**config.mk**
```make
export PLATFORM = sky130hd
export DESIGN_NAME = frobenius_norm_engine_top_flat
export DESIGN_NICKNAME = d
export VERILOG_FILES = /design/src/sv/fne_pkg.sv /design/src/sv/fne_if.sv /design/src/sv/frobenius_norm_engine_top.sv /design/src/sv/fne_ctrl.sv /design/src/sv/fne_datapath.sv /design/src/flat_wrapper.sv
export VERILOG_INCLUDE_DIRS = /design/src /design/src/sv
export SDC_FILE = /design/constraint.sdc
export NUM_CORES = 1
export LEC_CHECK = 0
export ABC_AREA = 1
export BUFFER_PORTS_ARGS = -buffer_cell sky130_fd_sc_hd__buf_2
export CAP_MARGIN = 20
export CELL_PAD_IN_SITES_DETAIL_PLACEMENT = 1
export CELL_PAD_IN_SITES_GLOBAL_PLACEMENT = 1
export CORE_ASPECT_RATIO = 0.9
export CORE_UTILIZATION = 43
export DETAILED_ROUTE_END_ITERATION = 10
export PLACE_DENSITY = 0.78
export SETUP_SLACK_MARGIN = 0.5
export SYNTH_ARGS = -nofsm -noshare
export SYNTH_HDL_FRONTEND = slang
export SYNTH_SLANG_ARGS = --single-unit
```
**constraint.sdc**
```tcl
create_clock -name i_clk -period 7.21 [get_ports i_clk]
set_input_delay 0.721 -clock i_clk [delete_from_list [all_inputs] [get_ports i_clk]]
set_output_delay 0.721 -clock i_clk [all_outputs]
set_load 0.01 [all_outputs]
```
**src/sv/frobenius_norm_engine_top_defines.svh**
```systemverilog
// assertion macros for the frobenius norm engine
`ifndef FROBENIUS_NORM_ENGINE_TOP_DEFINES_SVH
`define FROBENIUS_NORM_ENGINE_TOP_DEFINES_SVH

`ifndef ASSERT_OFF

// plain clocked property, disabled during reset
`define FNE_ASSERT(lbl, prop, msg) \
    lbl: assert property (@(posedge i_clk) disable iff (!i_rst_n) (prop)) else $error(msg);

// same-cycle implication
`define FNE_ASSERT_IMPL(lbl, ante, cons, msg) \
    lbl: assert property (@(posedge i_clk) disable iff (!i_rst_n) (ante) |-> (cons)) \
        else $error(msg);

// next-cycle implication
`define FNE_ASSERT_NEXT(lbl, ante, cons, msg) \
    lbl: assert property (@(posedge i_clk) disable iff (!i_rst_n) (ante) |=> (cons)) \
        else $error(msg);

`else

`define FNE_ASSERT(lbl, prop, msg)
`define FNE_ASSERT_IMPL(lbl, ante, cons, msg)
`define FNE_ASSERT_NEXT(lbl, ante, cons, msg)

`endif

`endif

```
**src/sv/fne_pkg.sv**
```systemverilog
// shared types and constants for the frobenius norm engine
`timescale 1ns / 1ps

package fne_pkg;

    // default configuration
    localparam int ELEMENT_BITS_DEF = 16;
    localparam int ACCUM_BITS_DEF   = 50;
    localparam int FRAC_BITS_DEF    = 8;

    // fixed result field widths
    localparam int NORM_BITS = 33;
    localparam int SUM_BITS  = 50;

    // controller states
    typedef enum logic {
        S_ACC,
        S_ROOT
    } t_state;

    // controller to datapath commands
    typedef struct packed {
        logic sq_load;
        logic acc_en;
        logic root_load;
        logic root_step;
        logic out_load;
    } t_dp_cmd;

endpackage

```
**src/sv/fne_if.sv**
```systemverilog
// valid/ready channel interfaces for elements and results
`timescale 1ns / 1ps

interface fne_in_if #(
    parameter int ELEMENT_BITS = fne_pkg::ELEMENT_BITS_DEF
);
    logic                           valid;
    logic                           ready;
    logic signed [ELEMENT_BITS-1:0] element;
    logic                           last;

    modport source (output valid, output element, output last, input ready);
    modport sink   (input valid, input element, input last, output ready);
endinterface

interface fne_out_if;
    import fne_pkg::*;

    logic                 valid;
    logic                 ready;
    logic [NORM_BITS-1:0] norm;
    logic [SUM_BITS-1:0]  sum_of_squares;
    logic                 saturated;

    modport source (output valid, output norm, output sum_of_squares, output saturated,
                    input ready);
    modport sink   (input valid, input norm, input sum_of_squares, input saturated,
                    output ready);
endinterface

```
**src/sv/frobenius_norm_engine_top.sv**
```systemverilog
// top level of the frobenius norm engine
//
//  channel  | dir | fields                              | transfer
//  ---------+-----+-------------------------------------+-------------------
//  i_elem   | in  | element, last                       | valid && ready
//  o_res    | out | norm, sum_of_squares, saturated     | valid && ready
//
//  elements stream at one per cycle through a squarer register and the accumulator while
//  no last element is held in the squarer stage; ROOT_BITS = (ACCUM_BITS + 2*FRAC_BITS + 1)/2
//  (33 by default) root bits are resolved, one root bit per cycle; elements of the next
//  matrix accumulate while the root runs
//  the next last element waits in the squarer stage until the root unit has loaded the
//  result register, which in turn waits for the previous result to transfer
//  synchronous active-low reset clears accumulator, flag and all handshake state
`timescale 1ns / 1ps
`include "frobenius_norm_engine_top_defines.svh"

module frobenius_norm_engine_top #(
    parameter int ELEMENT_BITS = fne_pkg::ELEMENT_BITS_DEF,
    parameter int ACCUM_BITS   = fne_pkg::ACCUM_BITS_DEF,
    parameter int FRAC_BITS    = fne_pkg::FRAC_BITS_DEF
) (
    input  logic      i_clk,
    input  logic      i_rst_n,
    fne_in_if.sink    i_elem,
    fne_out_if.source o_res
);
    import fne_pkg::*;

    localparam int ROOT_BITS = (ACCUM_BITS + 2 * FRAC_BITS + 1) / 2;

    t_dp_cmd s_cmd;
    logic    s_in_ready;
    logic    s_out_valid;

    // controller
    fne_ctrl #(
        .ROOT_BITS (ROOT_BITS)
    ) u_ctrl (
        .i_clk       (i_clk),
        .i_rst_n     (i_rst_n),
        .i_in_valid  (i_elem.valid),
        .i_in_last   (i_elem.last),
        .o_in_ready  (s_in_ready),
        .i_out_ready (o_res.ready),
        .o_out_valid (s_out_valid),
        .o_cmd       (s_cmd)
    );

    // datapath
    fne_datapath #(
        .ELEMENT_BITS (ELEMENT_BITS),
        .ACCUM_BITS   (ACCUM_BITS),
        .FRAC_BITS    (FRAC_BITS)
    ) u_datapath (
        .i_clk            (i_clk),
        .i_rst_n          (i_rst_n),
        .i_cmd            (s_cmd),
        .i_element        (i_elem.element),
        .o_norm           (o_res.norm),
        .o_sum_of_squares (o_res.sum_of_squares),
        .o_saturated      (o_res.saturated)
    );

    // handshake outputs
    assign i_elem.ready = s_in_ready;
    assign o_res.valid  = s_out_valid;

    // checks
    `FNE_ASSERT_IMPL(a_no_overwrite, s_cmd.out_load, !s_out_valid || o_res.ready, "lost result")
    `FNE_ASSERT_NEXT(a_one_shot, s_out_valid && o_res.ready && !s_cmd.out_load, !s_out_valid, "repeat")
    `FNE_ASSERT_IMPL(a_root_load_accum, s_cmd.root_load, s_cmd.acc_en, "last not accumulated")
    `FNE_ASSERT(a_root_out_excl, !(s_cmd.root_load && s_cmd.out_load), "root and result load")

endmodule

```
**src/sv/fne_ctrl.sv**
```systemverilog
// controller: product stage tracking, root sequencing and result handshake
`timescale 1ns / 1ps

module fne_ctrl #(
    parameter int ROOT_BITS = (fne_pkg::ACCUM_BITS_DEF + 2 * fne_pkg::FRAC_BITS_DEF + 1) / 2
) (
    input  logic             i_clk,
    input  logic             i_rst_n,
    input  logic             i_in_valid,
    input  logic             i_in_last,
    output logic             o_in_ready,
    input  logic             i_out_ready,
    output logic             o_out_valid,
    output fne_pkg::t_dp_cmd o_cmd
);
    import fne_pkg::*;

    localparam int CW = $clog2(ROOT_BITS + 1);

    t_state        r_state, n_state;
    logic          r_sq_valid, n_sq_valid;
    logic          r_sq_last, n_sq_last;
    logic [CW-1:0] r_cnt, n_cnt;
    logic          r_out_valid, n_out_valid;

    logic in_xfer;
    logic root_done;
    logic out_free;

    // state register
    always_ff @(posedge i_clk) begin
        if (!i_rst_n) begin
            r_state     <= S_ACC;
            r_sq_valid  <= 1'b0;
            r_sq_last   <= 1'b0;
            r_cnt       <= '0;
            r_out_valid <= 1'b0;
        end else begin
            r_state     <= n_state;
            r_sq_valid  <= n_sq_valid;
            r_sq_last   <= n_sq_last;
            r_cnt       <= n_cnt;
            r_out_valid <= n_out_valid;
        end
    end

    // next state and commands
    always_comb begin
        // a last element in the product stage blocks new transfers until it is consumed
        o_in_ready = !(r_sq_valid && r_sq_last);
        in_xfer    = i_in_valid && o_in_ready;
        root_done  = (r_state == S_ROOT) && (r_cnt == '0);
        out_free   = !r_out_valid || i_out_ready;

        o_cmd           = '0;
        o_cmd.sq_load   = in_xfer;
        o_cmd.acc_en    = r_sq_valid && (!r_sq_last || (r_state == S_ACC));
        o_cmd.root_load = r_sq_valid && r_sq_last && (r_state == S_ACC);
        o_cmd.root_step = (r_state == S_ROOT) && (r_cnt != '0);
        o_cmd.out_load  = root_done && out_free;

        n_state = r_state;
        n_cnt   = r_cnt;
        unique case (r_state)
            S_ACC: begin
                if (o_cmd.root_load) begin
                    n_state = S_ROOT;
                    n_cnt   = CW'(ROOT_BITS);
                end
            end
            S_ROOT: begin
                if (o_cmd.root_step) begin
                    n_cnt = r_cnt - CW'(1);
                end
                if (o_cmd.out_load) begin
                    n_state = S_ACC;
                end
            end
            default: begin
                n_state = S_ACC;
            end
        endcase

        // product stage occupancy
        if (in_xfer) begin
            n_sq_valid = 1'b1;
            n_sq_last  = i_in_last;
        end else begin
            n_sq_valid = o_cmd.acc_en ? 1'b0 : r_sq_valid;
            n_sq_last  = r_sq_last;
        end

        // result register occupancy
        if (o_cmd.out_load) begin
            n_out_valid = 1'b1;
        end else if (i_out_ready) begin
            n_out_valid = 1'b0;
        end else begin
            n_out_valid = r_out_valid;
        end
    end

    assign o_out_valid = r_out_valid;

endmodule

```
**src/sv/fne_datapath.sv**
```systemverilog
// datapath: squarer, saturating accumulator, bit-serial square root, result register
`timescale 1ns / 1ps

module fne_datapath #(
    parameter int ELEMENT_BITS = fne_pkg::ELEMENT_BITS_DEF,
    parameter int ACCUM_BITS   = fne_pkg::ACCUM_BITS_DEF,
    parameter int FRAC_BITS    = fne_pkg::FRAC_BITS_DEF
) (
    input  logic                            i_clk,
    input  logic                            i_rst_n,
    input  fne_pkg::t_dp_cmd                i_cmd,
    input  logic signed [ELEMENT_BITS-1:0]  i_element,
    output logic [fne_pkg::NORM_BITS-1:0]   o_norm,
    output logic [fne_pkg::SUM_BITS-1:0]    o_sum_of_squares,
    output logic                            o_saturated
);
    import fne_pkg::*;

    localparam int EB = ELEMENT_BITS;
    localparam int AB = ACCUM_BITS;
    localparam int SB = 2 * ELEMENT_BITS;
    localparam int RB = (ACCUM_BITS + 2 * FRAC_BITS + 1) / 2;
    localparam int XW = 2 * RB;
    localparam int RW = RB + 2;
    localparam int SW = ((SB > AB) ? SB : AB) + 1;
    localparam logic [SW-1:0] ACC_MAX_W = SW'({AB{1'b1}});

    logic [EB-1:0] w_mag;
    logic [SW-1:0] w_total;
    logic          w_over;
    logic [AB-1:0] w_acc_next;
    logic          w_sat_next;
    logic [RW-1:0] w_rem_sh;
    logic [RW-1:0] w_trial;
    logic [63:0]   w_root_ext;
    logic [64:0]   w_sum_ext;

    logic [SB-1:0] r_sq;
    logic [AB-1:0] r_acc;
    logic          r_sat;
    logic [AB-1:0] r_res_sum;
    logic          r_res_sat;
    logic [XW-1:0] r_x;
    logic [RW-1:0] r_rem;
    logic [RB-1:0] r_root;
    logic [NORM_BITS-1:0] r_norm;
    logic [SUM_BITS-1:0]  r_sum;
    logic                 r_sat_out;

    // magnitude; the most negative code maps to its full positive value
    assign w_mag = i_element[EB-1] ? EB'(~$unsigned(i_element) + EB'(1)) : $unsigned(i_element);

    // square register
    always_ff @(posedge i_clk) begin
        if (i_cmd.sq_load) begin
            r_sq <= SB'(w_mag) * SB'(w_mag);
        end
    end

    // saturating add
    assign w_total    = SW'(r_acc) + SW'(r_sq);
    assign w_over     = (w_total > ACC_MAX_W);
    assign w_acc_next = w_over ? {AB{1'b1}} : w_total[AB-1:0];
    assign w_sat_next = r_sat | w_over;

    // accumulator and saturation flag, cleared when the matrix closes
    always_ff @(posedge i_clk) begin
        if (!i_rst_n) begin
            r_acc <= '0;
            r_sat <= 1'b0;
        end else if (i_cmd.root_load) begin
            r_acc <= '0;
            r_sat <= 1'b0;
        end else if (i_cmd.acc_en) begin
            r_acc <= w_acc_next;
            r_sat <= w_sat_next;
        end
    end

    // one root bit per step: bring down two radicand bits, try 4*root+1
    assign w_rem_sh = {r_rem[RB-1:0], r_x[XW-1:XW-2]};
    assign w_trial  = {r_root, 2'b01};

    always_ff @(posedge i_clk) begin
        if (i_cmd.root_load) begin
            r_res_sum <= w_acc_next;
            r_res_sat <= w_sat_next;
            r_x       <= XW'(w_acc_next) << (2 * FRAC_BITS);
            r_rem     <= '0;
            r_root    <= '0;
        end else if (i_cmd.root_step) begin
            r_x <= r_x << 2;
            if (w_rem_sh >= w_trial) begin
                r_rem  <= w_rem_sh - w_trial;
                r_root <= {r_root[RB-2:0], 1'b1};
            end else begin
                r_rem  <= w_rem_sh;
                r_root <= {r_root[RB-2:0], 1'b0};
            end
        end
    end

    // fit root and sum to the result field widths
    assign w_root_ext = 64'(r_root);
    assign w_sum_ext  = 65'(r_res_sum);

    // result register
    always_ff @(posedge i_clk) begin
        if (i_cmd.out_load) begin
            r_norm    <= w_root_ext[NORM_BITS-1:0];
            r_sum     <= w_sum_ext[SUM_BITS-1:0];
            r_sat_out <= r_res_sat;
        end
    end

    assign o_norm           = r_norm;
    assign o_sum_of_squares = r_sum;
    assign o_saturated      = r_sat_out;

endmodule

```
**src/flat_wrapper.sv**
```systemverilog
// flat-port wrapper written by rule: the top's interface ports become plain ports
module frobenius_norm_engine_top_flat import fne_pkg::*;
#(
    parameter int ELEMENT_BITS = fne_pkg::ELEMENT_BITS_DEF,
    parameter int ACCUM_BITS   = fne_pkg::ACCUM_BITS_DEF,
    parameter int FRAC_BITS    = fne_pkg::FRAC_BITS_DEF
)
  (i_clk, i_rst_n, i_elem_valid, i_elem_element, i_elem_last, i_elem_ready, o_res_valid, o_res_norm, o_res_sum_of_squares, o_res_saturated, o_res_ready);
  fne_in_if #(.ELEMENT_BITS(ELEMENT_BITS)) i_elem_i ();
  fne_out_if o_res_i ();
  input  logic i_clk;
  input  logic i_rst_n;
  input wire logic [$bits(i_elem_i.valid)-1:0] i_elem_valid;
  input wire logic [$bits(i_elem_i.element)-1:0] i_elem_element;
  input wire logic [$bits(i_elem_i.last)-1:0] i_elem_last;
  output wire logic [$bits(i_elem_i.ready)-1:0] i_elem_ready;
  output wire logic [$bits(o_res_i.valid)-1:0] o_res_valid;
  output wire logic [$bits(o_res_i.norm)-1:0] o_res_norm;
  output wire logic [$bits(o_res_i.sum_of_squares)-1:0] o_res_sum_of_squares;
  output wire logic [$bits(o_res_i.saturated)-1:0] o_res_saturated;
  input wire logic [$bits(o_res_i.ready)-1:0] o_res_ready;
  assign i_elem_i.valid = i_elem_valid;
  assign i_elem_i.element = i_elem_element;
  assign i_elem_i.last = i_elem_last;
  assign i_elem_ready = i_elem_i.ready;
  assign o_res_valid = o_res_i.valid;
  assign o_res_norm = o_res_i.norm;
  assign o_res_sum_of_squares = o_res_i.sum_of_squares;
  assign o_res_saturated = o_res_i.saturated;
  assign o_res_i.ready = o_res_ready;
  frobenius_norm_engine_top #(.ELEMENT_BITS(ELEMENT_BITS), .ACCUM_BITS(ACCUM_BITS), .FRAC_BITS(FRAC_BITS)) u_core (.i_clk(i_clk), .i_rst_n(i_rst_n), .i_elem(i_elem_i), .o_res(o_res_i));
endmodule
```
==> results_dict.tcl <==
set metrics [dict create \
    status "complete, but fails checks" \
    violations "DRC" \
    synth_edf_count 216 \
    grt_pass1_vias 23771 \
    comb_power_share 0.668 \
    critical_path.startpoint "i_elem_element[1]" \
    worstPathMaxFanout 6 \
    ios 107 \
    p_int_mw 7.738 \
    num_vias 22203 \
    yosysSeqAreaShare 0.3469 \
    grt_pass1_wl_um 129400 \
    slew_viol_final 0 \
    clkSinkCount 343 \
    rr_worst_depth 12 \
    clock_skew_ns 0.03494 \
    synth_area_mm2 0.02602 \
    hold_ws_ns 0.3835 \
    finalWorstSetupSlack_ns 0.7419 \
    fin_crit_sh 0.8971 \
    synth_warnings 0 \
    clkLatencyLatePin_ns 0.60 \
    routed_wl_um 80800 \
    num_rows 85 \
    detail_route.wl_per_cell_um 18.86 \
    fin_cells 4285 \
    met3_usage 0.03090 \
    top_usage_layer "met2" \
    placed_cells 4209 \
    avgSynthCellArea_um2 7.848 \
    antenna_found_initial 1 \
    grt_util_met1 0.3702 \
    endpoint "u_core.u_datapath.r_sq[25]" \
    relSlewSlack 0.2510 \
    drive_above_1_share 0.1057 \
    arrival_ns 6.79 \
    die-area_mm2 0.06151 \
    slowest_delay_ns 0.55 \
    gp_congestion 0.9013 \
    final_hold_viol_count 0 \
    rsz0062_at_grt "true" \
    worstPathRequired_ns 7.53 \
    finalSetupViolCount 0 \
    reg2reg_slack_ns 3.33 \
    ir_worst_vdd_uv 727.5 \
    min_path_type "in -> reg" \
    worstSetupEndpointType "register" \
    syn_inst 3316 \
    ys_seq_elements 343 \
    crit_type "in -> reg" \
    grt_max_degree 72 \
    cts_tree "yes" \
    drt_first_iter_violations 1185 \
    hpwlAfterDp_um 63640 \
    grt_util_all_layers 0.2690 \
    pre_cts_ws_ns -0.1700 \
    fp.dieH_um 235.4 \
    ant_nets 0 \
    cts_max_path_buffers 3 \
    synth.distinct_cells 51 \
    clk_pin_slew_worst_paths_ns 0.06 \
    cap_violations 0 \
    antenna_cells 0 \
    port_buffers 106 \
    cp_num_buf_inv 7 \
    worstSetupPathDepth 30 \
    dpl_cell_area_mm2 0.02780 \
    cts_max_level 2 \
    nNetsFinal 3825 \
    start_util 0.4354 \
    max_freq_ghz 0.1546 \
    power_leakage_nw 14.88 \
    p_sw_mw 7.268 \
    r2r_start "u_core.u_datapath.r_sq[29]" \
    rr_endpoint "u_core.u_datapath.r_x[42]" \
    clockRootBuffer "clkbuf_16" \
    clkPwrFrac 0.141 \
    fin_crit_ns 6.468 \
    critPathTopFamily "adder cells" \
    power_frac_seq 0.191 \
    dr.pass1.iters 10 \
    sw_frac_of_total 0.4843 \
    use_met2 0.4520 \
    final_area_mm2 0.02954 \
    p_per_area_mw_per_mm2 508.0 \
    numCtsBuffers 39 \
    drc 7 \
    syn2layout_area_growth_pct 13.51 \
    grt_overflow 0 \
    viasPerCell 5.182 \
    worstMarginPinSlew_ns 1.123 \
    async_flop_share 0 \
    critPathLaunchType "input port" \
    setup_tns_ns 0 \
    die-width_um 261.3 \
    core-area_mm2 0.05977 \
    slowest_stage "fa_1" \
    synth_top_flop_cell "edfxtp_1" \
]
## worst min-delay path by stage
stage	end	depth (start not counted)	slack, ns	startpoint
2_1_floorplan	u_core.u_datapath.o_saturated	0	0.40	u_core.u_datapath.r_res_sat
3_5_place_dp	u_core.u_datapath.o_sum_of_squares[26]	0	0.41	u_core.u_datapath.r_res_sum[26]
5_1_grt	u_core.u_datapath.r_sq[0]	1	0.38	i_elem_element[0]
6_report	u_core.u_ctrl.r_sq_last	3	0.38	i_elem_last
3_3_place_gp	u_core.u_datapath.o_sum_of_squares[48]	0	0.40	u_core.u_datapath.r_res_sum[48]
4_1_cts	u_core.u_datapath.r_sq[0]	1	0.35	i_elem_element[0]
## layout make-up
type                            count  area [um2]
Clock buffer                       49        1023
Clock inverter                     21       310.3
Fill cell                        7388       30230
Inverter                          650        2444
Multi-Input combinational cell   2257       14630
Sequential cell                   343        9029
Tap cell                          783       979.7
Timing Repair Buffer              182        1121
## flip-flops by register name, summed over array words and instances (netlist names)
signal and count:
u_core.u_datapath.r_res_sat 1, u_core.u_datapath.r_acc 50, u_core.u_datapath.r_res_sum 50, u_core.u_datapath.o_saturated 1, u_core.u_datapath.r_sat 1, u_core.u_ctrl.r_sq_valid 1
u_core.u_ctrl.r_state 1, u_core.u_datapath.r_root 33, u_core.u_datapath.r_rem 33, u_core.u_datapath.o_sum_of_squares 50, u_core.u_ctrl.o_out_valid 1, u_core.u_ctrl.r_cnt 6
u_core.u_datapath.o_norm 33, u_core.u_datapath.r_sq 31, u_core.u_datapath.r_x 50, u_core.u_ctrl.r_sq_last 1
## kinds of logic after synthesis
| group | share of synthesized area |
|---|---|
| and+or+nand+nor | 0.2490 |
| buffers and inverters | 0.1084 |
| DFF | 0.3469 |
| adders and majority gates | 0.2073 |
| AOI/OAI and AO/OA | 0.06255 |
| xor gates and xnor gates | 0.02558 |
| other | 0.0002886 |
## cell usage after synthesis, types with 3 or more instances
cell type / number / share of area
ha_1: 164 / 0.079
clkbuf_1: 39 / 0.0056
dfxtp_1: 127 / 0.098
buf_6: 7 / 0.0030
o211ai_1: 4 / 0.0012
nand2_2: 10 / 0.0024
xor2_1: 29 / 0.0098
a21oi_1: 103 / 0.020
clkinv_1: 3 / 0.00043
buf_2: 16 / 0.0031
a31oi_1: 24 / 0.0058
nand2_4: 3 / 0.0013
a31oi_4: 5 / 0.0041
buf_4: 3 / 0.00087
nand2_1: 987 / 0.14
nand3_1: 140 / 0.027
nand3b_1: 46 / 0.013
and3_1: 3 / 0.00072
fa_1: 167 / 0.13
o21ai_1: 12 / 0.0023
nor2_1: 304 / 0.044
a21o_1: 7 / 0.0020
edfxtp_1: 216 / 0.25
nor2_2: 4 / 0.00096
o21ai_0: 75 / 0.014
a31oi_2: 5 / 0.0024
nor3_1: 31 / 0.0060
o21bai_1: 9 / 0.0026
inv_1: 638 / 0.092
a22oi_1: 16 / 0.0046
inv_2: 9 / 0.0013
xnor2_1: 47 / 0.016
nand4_1: 19 / 0.0046
nor4_1: 5 / 0.0012
nand3_2: 10 / 0.0038
buf_1: 10 / 0.0014
## layout by cell type, fill, tap and decap left out, types with 73 or more instances in the layout
cell / Yosys / layout
a21oi_1: 103 / 94
buf_2: 16 / 106
buf_4: 3 / 73
dfxtp_1: 127 / 127
edfxtp_1: 216 / 216
fa_1: 167 / 163
ha_1: 164 / 152
inv_1: 638 / 632
nand2_1: 987 / 974
nand3_1: 140 / 134
nor2_1: 304 / 291
## tightest hold or removal path, cell delays in order
cell     delay (ns)
buf_2          0.09
o31ai_1        0.07
inv_1          0.05
## layer usage
layer | wire length (um) | vias to the layer above
met5 | 0 | -
met4 | 1734 | 0
met3 | 3441 | 103
met2 | 38210 | 405
met1 | 37410 | 11060
li1 | - | 10635
## metrics by stage
step	total power, mW	utilization
after floorplan	8.933	-
after global placement	11.60	0.4651
after detailed placement	11.81	0.4651
after CTS	14.04	0.4880
after global routing	16.33	0.4942
final	15.01	0.4942
## power by group through the flow
| stage | clock, mW | sequential, mW | combinational (mW) |
|---|---|---|---|
| floorplan | 0 | 2.82 | 6.11 |
| global placement | 0 | 2.90 | 8.70 |
| detailed placement | 0 | 2.91 | 8.90 |
| CTS | 2.16 | 2.87 | 9.01 |
| global route | 2.22 | 2.89 | 11.2 |
| finish | 2.11 | 2.87 | 10.0 |
## timing repair
| item | CTS | global route |
|---|---|---|
| pin swaps | 1 | 20 |
| endpoints found under the setup margin | 5 | 20 |
| hold buffers | 0 | 0 |
| gates resized for setup | 5 | 80 |
| setup buffers | 2 | 3 |
(Power assumes the default switching activity.)
